File: config.mk
export PLATFORM = sky130hd
export DESIGN_NAME = primitive_assembler_unit
export DESIGN_NICKNAME = d
export VERILOG_FILES = /design/src/sv/pa_pkg.sv /design/src/sv/pa_front.sv /design/src/sv/pa_queue.sv /design/src/sv/pa_back.sv /design/src/sv/primitive_assembler_unit.sv
export SDC_FILE = /design/constraint.sdc
export NUM_CORES = 2
export LEC_CHECK = 0
export BUFFER_PORTS_ARGS = -buffer_cell sky130_fd_sc_hd__buf_4
export CORE_MARGIN = 2
export CORE_UTILIZATION = 35
export CTS_CLUSTER_SIZE = 16
export DETAILED_ROUTE_END_ITERATION = 7
export GPL_ROUTABILITY_DRIVEN = 0
export PLACE_DENSITY = 0.62
export SLEW_MARGIN = 20
export SYNTH_ARGS = -nofsm -noshare
export SYNTH_HDL_FRONTEND = slang
export SYNTH_SLANG_ARGS = --single-unit
File: constraint.sdc
create_clock -name clock -period 22.8 [get_ports clock]
set_input_delay 3.42 -clock clock [delete_from_list [all_inputs] [get_ports clock]]
set_output_delay 3.42 -clock clock [all_outputs]
set_load 0.01 [all_outputs]
File: src/sv/pa_pkg.sv
// ----------------------------------------------------------------------------
// Primitive assembler package
// Shared types and codes for the front end, the job queue and the back end.
// ----------------------------------------------------------------------------
package pa_pkg;

   localparam int PA_QUEUE_DEPTH = 2;

   localparam logic [1:0] REQ_BEGIN  = 2'd0;
   localparam logic [1:0] REQ_VERTEX = 2'd1;
   localparam logic [1:0] REQ_END    = 2'd2;
   localparam logic [1:0] REQ_FRAME  = 2'd3;

   localparam logic [3:0] MODE_NONE   = 4'd0;
   localparam logic [3:0] MODE_POINTS = 4'd1;
   localparam logic [3:0] MODE_LINES  = 4'd2;
   localparam logic [3:0] MODE_STRIP  = 4'd3;
   localparam logic [3:0] MODE_LOOP   = 4'd4;
   localparam logic [3:0] MODE_TRIS   = 4'd5;
   localparam logic [3:0] MODE_FAN    = 4'd6;
   localparam logic [3:0] MODE_TSTRIP = 4'd7;
   localparam logic [3:0] MODE_QUADS  = 4'd8;

   localparam logic [1:0] KIND_POINT = 2'd0;
   localparam logic [1:0] KIND_SEG   = 2'd1;
   localparam logic [1:0] KIND_TRI   = 2'd2;

   localparam logic [7:0] MESH_MAX = 8'd255;

   typedef struct packed {
      logic [1:0]  req_type;
      logic [3:0]  prim_mode;
      logic [31:0] pos_x;
      logic [31:0] pos_y;
      logic [31:0] pos_z;
      logic [31:0] tex_u;
      logic [31:0] tex_v;
      logic [31:0] color_rgba;
   } pa_req_type;

   typedef struct packed {
      logic [1:0]  prim_kind;
      logic [1:0]  vertex_slot;
      logic [31:0] out_x;
      logic [31:0] out_y;
      logic [31:0] out_z;
      logic [31:0] out_u;
      logic [31:0] out_v;
      logic [31:0] out_color;
      logic [7:0]  mesh_index;
      logic        last;
   } pa_rsp_type;

   typedef struct packed {
      logic [31:0] x;
      logic [31:0] y;
      logic [31:0] z;
      logic [31:0] u;
      logic [31:0] v;
      logic [31:0] c;
   } pa_vtx_type;

   // One job describes every result that a single request causes.
   typedef struct packed {
      logic [1:0]           kind;
      logic                 quad;
      logic [2:0]           count;
      logic [7:0]           mesh;
      pa_vtx_type [3:0]     verts;
   } pa_job_type;

endpackage

File: src/sv/pa_front.sv
// ----------------------------------------------------------------------------
// Primitive assembler front end
// Accepts requests, tracks the open primitive and its held vertices, and
// turns each request that produces output into one job.
// ----------------------------------------------------------------------------
module pa_front (
   input  logic               clock,
   input  logic               reset,
   input  logic               req_valid,
   output logic               req_ready,
   input  pa_pkg::pa_req_type req_data,
   input  logic               csr_valid,
   output logic               csr_ready,
   input  logic               csr_data,
   output logic               job_valid,
   output pa_pkg::pa_job_type job_data,
   input  logic               job_full
);
   import pa_pkg::*;

   logic            single_mesh_ff;
   logic [3:0]      mode_ff, mode_in;
   logic [1:0]      held_ff, held_in;
   logic            toggle_ff, toggle_in;
   logic [7:0]      mesh_ff, mesh_in;
   pa_vtx_type      slot_ff [3];
   pa_vtx_type      slot_in [3];
   pa_vtx_type      first_ff, first_in;
   pa_vtx_type      nv;
   logic            accept;

   assign req_ready = !job_full;
   assign csr_ready = 1'b1;
   assign accept    = req_valid && req_ready;

   assign nv.x = req_data.pos_x;
   assign nv.y = req_data.pos_y;
   assign nv.z = req_data.pos_z;
   assign nv.u = req_data.tex_u;
   assign nv.v = req_data.tex_v;
   assign nv.c = req_data.color_rgba;

   always_comb begin
      mode_in   = mode_ff;
      held_in   = held_ff;
      toggle_in = toggle_ff;
      mesh_in   = mesh_ff;
      slot_in   = slot_ff;
      first_in  = first_ff;
      job_valid = 1'b0;
      job_data  = '0;
      job_data.mesh = mesh_ff;
      case (req_data.req_type)
         REQ_BEGIN: begin
            mode_in   = (req_data.prim_mode <= MODE_QUADS) ? req_data.prim_mode : MODE_NONE;
            held_in   = 2'd0;
            toggle_in = 1'b1;
         end
         REQ_VERTEX: begin
            case (mode_ff)
               MODE_POINTS: begin
                  job_valid         = 1'b1;
                  job_data.kind     = KIND_POINT;
                  job_data.count    = 3'd1;
                  job_data.verts[0] = nv;
               end
               MODE_LINES, MODE_STRIP, MODE_LOOP: begin
                  if (held_ff == 2'd0) begin
                     slot_in[0] = nv;
                     if (mode_ff == MODE_LOOP) begin
                        first_in = nv;
                     end
                     held_in = 2'd1;
                  end else begin
                     job_valid         = 1'b1;
                     job_data.kind     = KIND_SEG;
                     job_data.count    = 3'd2;
                     job_data.verts[0] = slot_ff[0];
                     job_data.verts[1] = nv;
                     if (mode_ff == MODE_LINES) begin
                        held_in = 2'd0;
                     end else begin
                        slot_in[0] = nv;
                        held_in    = (mode_ff == MODE_LOOP) ? 2'd2 : 2'd1;
                     end
                  end
               end
               MODE_TRIS, MODE_FAN, MODE_TSTRIP: begin
                  if (held_ff < 2'd2) begin
                     slot_in[held_ff] = nv;
                     held_in          = held_ff + 2'd1;
                  end else begin
                     job_valid         = 1'b1;
                     job_data.kind     = KIND_TRI;
                     job_data.count    = 3'd3;
                     job_data.verts[0] = slot_ff[0];
                     job_data.verts[1] = slot_ff[1];
                     job_data.verts[2] = nv;
                     if (mode_ff == MODE_TRIS) begin
                        held_in = 2'd0;
                     end else if (mode_ff == MODE_FAN) begin
                        slot_in[1] = nv;
                     end else if (toggle_ff) begin
                        slot_in[0] = nv;
                        toggle_in  = 1'b0;
                     end else begin
                        slot_in[1] = nv;
                        toggle_in  = 1'b1;
                     end
                  end
               end
               MODE_QUADS: begin
                  if (held_ff < 2'd3) begin
                     slot_in[held_ff] = nv;
                     held_in          = held_ff + 2'd1;
                  end else begin
                     job_valid         = 1'b1;
                     job_data.kind     = KIND_TRI;
                     job_data.quad     = 1'b1;
                     job_data.count    = 3'd6;
                     job_data.verts[0] = slot_ff[0];
                     job_data.verts[1] = slot_ff[1];
                     job_data.verts[2] = slot_ff[2];
                     job_data.verts[3] = nv;
                     held_in           = 2'd0;
                  end
               end
               default: begin
               end
            endcase
         end
         REQ_END: begin
            if (mode_ff == MODE_LOOP && held_ff == 2'd2 &&
                (slot_ff[0].x != first_ff.x || slot_ff[0].y != first_ff.y ||
                 slot_ff[0].z != first_ff.z)) begin
               job_valid         = 1'b1;
               job_data.kind     = KIND_SEG;
               job_data.count    = 3'd2;
               job_data.verts[0] = slot_ff[0];
               job_data.verts[1] = first_ff;
            end
            if (!single_mesh_ff && mesh_ff != MESH_MAX) begin
               mesh_in = mesh_ff + 8'd1;
            end
            mode_in   = MODE_NONE;
            held_in   = 2'd0;
            toggle_in = 1'b1;
         end
         default: begin
            mesh_in   = 8'd0;
            mode_in   = MODE_NONE;
            held_in   = 2'd0;
            toggle_in = 1'b1;
         end
      endcase
      if (!accept) begin
         job_valid = 1'b0;
      end
   end

   always_ff @(posedge clock) begin
      if (reset) begin
         single_mesh_ff <= 1'b0;
         mode_ff        <= MODE_NONE;
         held_ff        <= 2'd0;
         toggle_ff      <= 1'b1;
         mesh_ff        <= 8'd0;
      end else begin
         if (csr_valid && csr_ready) begin
            single_mesh_ff <= csr_data;
         end
         if (accept) begin
            mode_ff   <= mode_in;
            held_ff   <= held_in;
            toggle_ff <= toggle_in;
            mesh_ff   <= mesh_in;
         end
      end
   end

   always_ff @(posedge clock) begin
      if (accept) begin
         slot_ff  <= slot_in;
         first_ff <= first_in;
      end
   end

endmodule

File: src/sv/pa_queue.sv
// ----------------------------------------------------------------------------
// Primitive assembler job queue
// A short first-in first-out buffer that decouples the front end from the
// back end.
// ----------------------------------------------------------------------------
module pa_queue #(
   parameter int DEPTH = pa_pkg::PA_QUEUE_DEPTH
) (
   input  logic               clock,
   input  logic               reset,
   input  logic               push,
   input  pa_pkg::pa_job_type push_data,
   output logic               full,
   input  logic               pop,
   output logic               head_valid,
   output pa_pkg::pa_job_type head_data
);
   import pa_pkg::*;

   localparam int PTR_W = $clog2(DEPTH);
   localparam int CNT_W = $clog2(DEPTH + 1);
   localparam logic [PTR_W-1:0] PTR_LAST = PTR_W'(DEPTH - 1);
   localparam logic [CNT_W-1:0] CNT_FULL = CNT_W'(DEPTH);

   pa_job_type       entry_ff [DEPTH];
   logic [PTR_W-1:0] wr_ptr_ff, rd_ptr_ff;
   logic [CNT_W-1:0] count_ff;
   logic             do_push, do_pop;

   assign full       = (count_ff == CNT_FULL);
   assign head_valid = (count_ff != '0);
   assign head_data  = entry_ff[rd_ptr_ff];
   assign do_push    = push && !full;
   assign do_pop     = pop && head_valid;

   always_ff @(posedge clock) begin
      if (reset) begin
         wr_ptr_ff <= '0;
         rd_ptr_ff <= '0;
         count_ff  <= '0;
      end else begin
         if (do_push) begin
            wr_ptr_ff <= (wr_ptr_ff == PTR_LAST) ? '0 : wr_ptr_ff + 1'b1;
         end
         if (do_pop) begin
            rd_ptr_ff <= (rd_ptr_ff == PTR_LAST) ? '0 : rd_ptr_ff + 1'b1;
         end
         if (do_push && !do_pop) begin
            count_ff <= count_ff + 1'b1;
         end else if (do_pop && !do_push) begin
            count_ff <= count_ff - 1'b1;
         end
      end
   end

   always_ff @(posedge clock) begin
      if (do_push) begin
         entry_ff[wr_ptr_ff] <= push_data;
      end
   end

endmodule

File: src/sv/pa_back.sv
// ----------------------------------------------------------------------------
// Primitive assembler back end
// Takes one job at a time from the queue and sends its vertex results, one
// per cycle unless rsp_ready stalls them, through a registered output stage.
// ----------------------------------------------------------------------------
module pa_back (
   input  logic               clock,
   input  logic               reset,
   input  logic               head_valid,
   input  pa_pkg::pa_job_type head_data,
   output logic               pop,
   output logic               rsp_valid,
   input  logic               rsp_ready,
   output pa_pkg::pa_rsp_type rsp_data
);
   import pa_pkg::*;

   pa_job_type  job_ff;
   logic        busy_ff;
   logic [2:0]  step_ff;
   logic        rsp_valid_ff;
   pa_rsp_type  rsp_ff, rsp_in;
   logic        out_free, emit, is_last;
   logic [1:0]  vidx;
   logic [1:0]  slot;
   pa_vtx_type  vsel;

   // A quad is emitted as triangles (0,1,2) and (0,2,3).
   function automatic logic [1:0] quad_index(input logic [2:0] step);
      logic [1:0] idx;
      case (step)
         3'd0:    idx = 2'd0;
         3'd1:    idx = 2'd1;
         3'd2:    idx = 2'd2;
         3'd3:    idx = 2'd0;
         3'd4:    idx = 2'd2;
         default: idx = 2'd3;
      endcase
      return idx;
   endfunction

   assign out_free = !rsp_valid_ff || rsp_ready;
   assign emit     = busy_ff && out_free;
   assign is_last  = ((step_ff + 3'd1) == job_ff.count);
   assign pop      = head_valid && (!busy_ff || (emit && is_last));
   assign vidx     = job_ff.quad ? quad_index(step_ff) : step_ff[1:0];
   assign slot     = (step_ff >= 3'd3) ? 2'(step_ff - 3'd3) : step_ff[1:0];
   assign vsel     = job_ff.verts[vidx];

   always_comb begin
      rsp_in.prim_kind   = job_ff.kind;
      rsp_in.vertex_slot = slot;
      rsp_in.out_x       = vsel.x;
      rsp_in.out_y       = vsel.y;
      rsp_in.out_z       = vsel.z;
      rsp_in.out_u       = vsel.u;
      rsp_in.out_v       = vsel.v;
      rsp_in.out_color   = vsel.c;
      rsp_in.mesh_index  = job_ff.mesh;
      rsp_in.last        = is_last;
   end

   always_ff @(posedge clock) begin
      if (reset) begin
         busy_ff      <= 1'b0;
         step_ff      <= 3'd0;
         rsp_valid_ff <= 1'b0;
      end else begin
         if (pop) begin
            busy_ff <= 1'b1;
            step_ff <= 3'd0;
         end else if (emit && is_last) begin
            busy_ff <= 1'b0;
            step_ff <= 3'd0;
         end else if (emit) begin
            step_ff <= step_ff + 3'd1;
         end
         if (emit) begin
            rsp_valid_ff <= 1'b1;
         end else if (rsp_ready) begin
            rsp_valid_ff <= 1'b0;
         end
      end
   end

   always_ff @(posedge clock) begin
      if (pop) begin
         job_ff <= head_data;
      end
      if (emit) begin
         rsp_ff <= rsp_in;
      end
   end

   assign rsp_valid = rsp_valid_ff;
   assign rsp_data  = rsp_ff;

endmodule

File: src/sv/primitive_assembler_unit.sv
// ----------------------------------------------------------------------------
// Primitive assembler unit
// Immediate-mode primitive assembly: turns begin, vertex, end and frame
// reset requests into points, segments and triangles, one vertex per result.
//
//   Channel   Ports                        Carries
//   request   req_valid/req_ready/req_data begin, vertex, end, frame reset
//   result    rsp_valid/rsp_ready/rsp_data one vertex of a primitive
//   control   csr_valid/csr_ready/csr_data single mesh flag
//
// A request is taken every cycle while the job queue has room; its results
// leave one per cycle while rsp_ready allows, and a request has from one to
// six results (three for a triangle) or none. The back end's output stage
// sets that rate. Reset is synchronous and clears all control state; no
// clearing pass follows it. A stalled result side fills the queue and then
// holds requests.
// ----------------------------------------------------------------------------
module primitive_assembler_unit #(
   parameter int QUEUE_DEPTH = pa_pkg::PA_QUEUE_DEPTH
) (
   input  logic               clock,
   input  logic               reset,
   input  logic               req_valid,
   output logic               req_ready,
   input  pa_pkg::pa_req_type req_data,
   output logic               rsp_valid,
   input  logic               rsp_ready,
   output pa_pkg::pa_rsp_type rsp_data,
   input  logic               csr_valid,
   output logic               csr_ready,
   input  logic               csr_data
);
   import pa_pkg::*;

   logic       job_valid, job_full, head_valid, pop;
   pa_job_type job_data, head_data;

   pa_front u_front (
      .clock     (clock),
      .reset     (reset),
      .req_valid (req_valid),
      .req_ready (req_ready),
      .req_data  (req_data),
      .csr_valid (csr_valid),
      .csr_ready (csr_ready),
      .csr_data  (csr_data),
      .job_valid (job_valid),
      .job_data  (job_data),
      .job_full  (job_full)
   );

   pa_queue #(
      .DEPTH (QUEUE_DEPTH)
   ) u_queue (
      .clock      (clock),
      .reset      (reset),
      .push       (job_valid),
      .push_data  (job_data),
      .full       (job_full),
      .pop        (pop),
      .head_valid (head_valid),
      .head_data  (head_data)
   );

   pa_back u_back (
      .clock      (clock),
      .reset      (reset),
      .head_valid (head_valid),
      .head_data  (head_data),
      .pop        (pop),
      .rsp_valid  (rsp_valid),
      .rsp_ready  (rsp_ready),
      .rsp_data   (rsp_data)
   );

endmodule

# Word level (Yosys, flattened, before mapping)

Memories as Yosys holds them, arrays and structs flattened. A register that Yosys moved wholly into a read port is not among the register bits.
Index checks and enable logic that the tools add are counted.

Memories: 1
Logic and storage cells: 222
Input port bits: 204
Output and inout bits: 208
RAM bits: 1564
Bits in registers: 998

Memories:

| memory           | words | width | rd ports | clocked after memory_dff | wr ports | line           | source |
|---|---|---|---|---|---|---|---|
| u_queue.entry_ff | 2     | 782   | 1        | 1                        | 1        | pa_queue.sv:25 | `pa_job_type entry_ff [DEPTH];` |

Bitwise gates (word level): 3
Mux-type cells: 78
Reductions and logical operators: 45
Equal/unequal tests: 35
$add $sub $neg: 8
Order comparisons: 7

Operator list:

| cell                | count |
|---|---|
| $mux 192            | 10 |
| $mux 384            | 5 |
| $pmux 384 s2        | 2 |
| $mux 576            | 2 |
| $pmux 192 s3        | 2 |
| $mux 768            | 1 |
| $pmux 192 s4        | 1 |
| $bwmux 576          | 1 |
| $bmux 192 s2        | 1 |
| $demux 192 s2       | 1 |
| $pmux 192 s2        | 1 |
| $ne 32x32->1        | 3 |
| $mux 2              | 15 |
| $mux 1              | 23 |
| $pmux 2 s3          | 3 |
| $eq 4x3->1 const B  | 4 |
| $pmux 8 s2          | 1 |
| $reduce_and 5->1    | 3 |
| $logic_and 1x1->1   | 12 |
| $pmux 3 s4          | 1 |
| $reduce_bool 2->1   | 5 |
| $ne 3x2->1 const B  | 3 |
| $reduce_or 3->1     | 3 |
| $add 8x1->8 const B | 1 |
| other kinds (46)    | 72 |

# Logic depth before layout (Yosys ltp)

Word-level depth: 12
Depth in mapped cells: 11
Mapped depth without buffers: 11

# Cells and area by module

From an unflattened synthesis, not the netlist that was laid out.

Cells, all modules: 7189
Area total of the unflattened synthesis: 133963.5 sq um

Modules (own cells, without submodules):

| module   | area an instance (sq um) | instances | cells an instance |
|---|---|---|---|
| pa_queue | 57161.1                  | 1         | 2458 |
| pa_front | 40506.3                  | 1         | 3055 |
| pa_back  | 36296.1                  | 1         | 1676 |

# Worst setup path before layout

Ideal clock, no wire load.

Path type: input port to flip-flop
Start point: input req_data[197] (netlist name)
End point: register u_front.slot_ff[0] (netlist name), enable pin
Stages: 5
Arrival: 23.543 ns
Setup slack: -2.024 ns
Path buffers: 1
Data required time: 21.518 ns
Setup time: 1.282 ns
Cells stage by stage: inv_1 > ha_1 > clkbuf_1 > nand2_1 > nor4b_1

Word-level cells in the longest chain between the ends: 2

RTL lines:

| item                              | line                           | source |
|---|---|---|
| start, declared                   | primitive_assembler_unit.sv:25 | `input pa_pkg::pa_req_type req_data,` |
| $eq 2x1->1                        | pa_front.sv:53                 | `case (req_data.req_type)` |
| $reduce_and 5->1 (no source line) | -                              |  |
| end signal, assigned              | pa_front.sv:183                | `slot_ff <= slot_in;` |
| end, declared                     | pa_front.sv:26                 | `pa_vtx_type slot_ff [3];` |

No other way between the ends.
A chain may end at the register's enable or synchronous reset.

# Final worst setup path

Start point: input req_data[196] (netlist name)
End point: memory u_queue.entry_ff[0][295] (netlist name), enable pin

Word-level cells in the longest chain between the ends: 6
Elaborated cells on any way between the ends: 7
Classes of those cells: eq/ne (2); mux (4); reduce/logical (1)

RTL lines:

| item                                     | line            | source |
|---|---|---|
| $eq 2x2->1 or $eq 2x1->1 (tied branches) | pa_front.sv:53  |  |
| $pmux 1 s2 (*)                           | pa_front.sv:53  |  |
| $mux 1 (*)                               | pa_front.sv:156 | `if (!accept) begin` |
| $logic_and 1x1->1 (*)                    | pa_queue.sv:33  | `assign do_push = push && !full;` |
| via u_queue.do_push                      | pa_queue.sv:28  | `logic do_push, do_pop;` |
| $mux 1 (*)                               | pa_queue.sv:57  | `if (do_push) begin` |
| $mux 1 (not written as such) (*)         | pa_queue.sv:58  | `entry_ff[wr_ptr_ff] <= push_data;` |
| end, declared                            | pa_queue.sv:25  |  |

Mark *: on every way through the listed nets, which the timed path passes. The rest lies on a longest branch.

==> key figures <==
Clocking
  – Total CTS buffers: approximately 350
  – Post-CTS Resized: 0
  – CTS Root Cell: clkbuf_16
  – Clk slew on worst S/H paths: ~60 ps
  – Post-CTS Setup Inserts: 0
  – H-tree levels: 5
  – CTS tree: built
  – Cts hold-fix bufs: 0
  – Worst-Skew Late Latency: 950 ps
  – CTS Buffer Depth: 4
  – CTS sink cnt: around 3300

Timing
  – Hold Slack: about 420 ps
  – Slew HR: around 9.2%
  – Fin worst setup slack: 14190 ps
  – Slew @ Worst Pin: approximately 1400 ps
  – Tcrit/Tclk final: a little under two fifths
  – Final Critical Period: about 8600 ps
  – Slew Viols, Final: 0
  – Final-report setup violation count: 0
  – RSZ-0062 raised after global routing: no
  – Fmax: 0.116 GHz
  – Fin Clk Skew: about 76 ps
  – Fin. Hold Viols: 0
  – Setup_tns: 0 ps

Die
  – Die footprint: 381000 sq um
  – Core area: 375000 sq um
  – IO Count: ~410
  – Initial Utilization: 35.1%
  – Num rows: approximately 230
  – Die Width: slightly above 600 um
  – Die H: 617 um

Setup path
  – Startpoint Class: primary input
  – RR Endpoint: u_queue.entry_ff[0][295]
  – Critical path required time: 23330 ps
  – Capturing element type of the critical path: flop
  – Reg2Reg Depth: 9
  – CP max FO: 64
  – Reg2Reg Setup Slack: 16070 ps
  – Crit Path Class: in2reg
  – Worst r2r src: u_front.mode_ff[3]
  – Data arrival time of the critical path: 9140 ps

Power and ir drop
  – Power Density: 108 nW/um^2
  – Cell Int Power: between 10 and 15 mW
  – Worst vdd ir: ~100 uV
  – Seq pwr share: 49.2%
  – Fraction of power consumed by combinational cells: around 17%
  – Leakage: about 50 nW
  – Psw: 4.43 mW
  – Clock power share: ~34%
  – Switching share of power: a little over a quarter
  – Total power: between 15 and 20 mW

Logic synthesis
  – Post-synthesis xor/xnor area fraction: less than 1%
  – Synthesis Warnings: 0
  – Cell variety after synth: 59
  – Synth area leaders: edfxtp_1 (76%), mux2_2 (10%), mux2i_1 (4.4%), a22oi_1 (2.0%), a22o_1 (1.5%)
  – Post-synthesis mux area share: between 10 and 15%
  – Count leader, synth: edfxtp_1
  – Sequential fraction of the synthesis area: approximately 76%
  – Ys flop type: edfxtp_1
  – Asr flop ratio synth: 0%
  – Synth area leader: edfxtp_1
  – Synth Net Count: between 7000 and 8000
  – Mean Syn Cell Area: approximately 19 sq um
  – #FFs+latches synth: about 3300
  – Synthesized instance count: slightly above 7000
  – Commonest cells in the netlist: edfxtp_1 (3319), mux2_2 (1166), mux2i_1 (578), a22oi_1 (346), clkbuf_1 (295)
  – Post-synth top area share: between 70 and 80%
  – Post-synth EDFFs: ~3300
  – Post-Synthesis Cell Area: 132000 sq um
  – Compound-Gate Fraction of Synth Area: between 5 and 6%
  – Post-Synth Simple-Gate Area: under 10%
  – Adder-cell area share of the yosys netlist: less than 1%
  – Largest family of logic cells by synthesized area: multiplexers

Drt
  – DRC violations left: 0
  – Iteration-0 DRC Markers: 6199
  – DR vias/cell: roughly 5.2
  – Routed Antenna Nets: 0
  – DR WL/cell: between 20 and 30 um
  – Drt first pass iters: 6
  – Routed WL: ~330000 um
  – DR vias: 66886

Global route
  – Grt ovf: 0
  – All-Layer GR Usage: roughly 17%
  – Vias in the first global route: ~69000
  – Initial antenna violation count: 62
  – Global-route wire length before repair: ~480000 um
  – Largest net degree at the start of global routing: approximately 170

Cells and area
  – Final Core Density: between 40% and 50%
  – Layout Nets: around 7800
  – Area grow syn2layout: 15.3%
  – Layout cells sized above 1: between 20% and 30%

Outcome
  – Status: finished, final reports clean

Worst hold path
  – Worst Hold Path EP: u_back.rsp_data[7]
  – Hold Path Depth: 0
  – Worst hold path type: reg2reg
  – Hold path startpoint: u_back.job_ff[774]

Run
  – MaxCap Viol Count: 0

Placement
  – Pre-CTS WS: 13100 ps
  – Number of port buffers: between 400 and 500
  – Dpl hpwl: about 190000 um
## per-stage QoR
step / instance area (sq um) / instances
3_5_place_dp: 140000 / 12176
3_3_place_gp: 140000 / 12175
4_1_cts: 152000 / 12816
6_report: 152000 / 12837
2_1_floorplan: 132000 / 7074
5_1_grt: 152000 / 12825
## layout make-up
type                            count  area, sq um
Antenna cell                       19         47.5
Clock buffer                      431         9270
Clock inverter                    209         1910
Fill cell                       33417       223000
Inverter                           16         75.1
Multi-Input combinational cell   3295        29900
Sequential cell                  3344       100000
Tap cell                         4994         6250
Timing Repair Buffer              529         4120
## layer usage
| layer | wire length [um] | GRT usage [%] | vias to the layer above |
|---|---|---|---|
| met3 | 20400 | 2.93 | 497 |
| met1 | 135000 | 21.5 | 35129 |
| li1 | - | - | 29168 |
| met4 | 9900 | 5.11 | 26 |
| met2 | 168000 | 29.5 | 2066 |
| met5 | 168 | 0 | - |
## cells by family after synthesis
kind of cell    count (synthesis)
flops                        3344
simple gates                  568
other cells                     1
compound gates                857
xor+xnor                      110
fa+ha+maj                      14
mux                          1745
buf+inv                       435
## power groups by stage
stage / registers (mW) / clock network [mW] / logic [mW]
after global routing: 8.17 / 5.94 / 2.97
after detailed placement: 8.24 / 0 / 2.85
after CTS: 8.12 / 5.70 / 2.86
final: 8.10 / 5.58 / 2.78
after global placement: 8.22 / 0 / 2.81
after floorplan: 8.81 / 0 / 1.61
## worst max path at each step
stage	startpoint	to	slack, ps	cells after the start
2_1_floorplan	rsp_ready	u_back.job_ff[0]	2660	5
3_3_place_gp	req_data[196]	u_queue.entry_ff[0][515]	13190	10
3_5_place_dp	req_data[196]	u_queue.entry_ff[0][515]	13100	10
4_1_cts	req_data[196]	u_queue.entry_ff[0][710]	14060	10
5_1_grt	req_data[196]	u_queue.entry_ff[0][498]	13900	10
6_report	req_data[196]	u_queue.entry_ff[0][295]	14190	10
## cell usage in the layout (no fill, tap or decap), drive strengths merged, types with 11 or more instances in the layout
cell type | synthesis | final
a21oi | 51 | 51
a22o | 227 | 227
a22oi | 346 | 346
and2 | 204 | 204
buf | 124 | 529
bufinv | 0 | 25
clkbuf | 295 | 431
clkinv | 0 | 163
dfxtp | 25 | 25
diode | 0 | 19
edfxtp | 3319 | 3319
ha | 14 | 14
inv | 16 | 30
mux2 | 1167 | 1167
mux2i | 578 | 578
nand2 | 56 | 56
nand3 | 12 | 12
nor2 | 232 | 232
nor3 | 11 | 11
nor4 | 26 | 26
o21a | 36 | 36
o21ai | 17 | 17
o2bb2ai | 152 | 152
xor2 | 106 | 106
## worst max-delay path: stages
cell and delay (ps):
buf_4 150, inv_1 110, ha_1 280, and4_2 870
o211ai_1 180, a21oi_1 410, and2_4 890, buf_4 890
buf_4 900, buf_4 860
## registers in the layout (all words and copies together) (netlist names), 2 cells and up
| register | cells |
|---|---|
| u_front.mode_ff | 4 |
| u_front.held_ff | 2 |
| u_queue.count_ff | 2 |
| u_queue.entry_ff | 1564 |
| u_back.step_ff | 3 |
| u_back.job_ff | 782 |
| u_front.mesh_ff | 8 |
| u_back.rsp_data | 205 |
| u_front.slot_ff | 576 |
| u_front.first_ff | 192 |
Note: power is estimated with default switching activity, not from simulation.
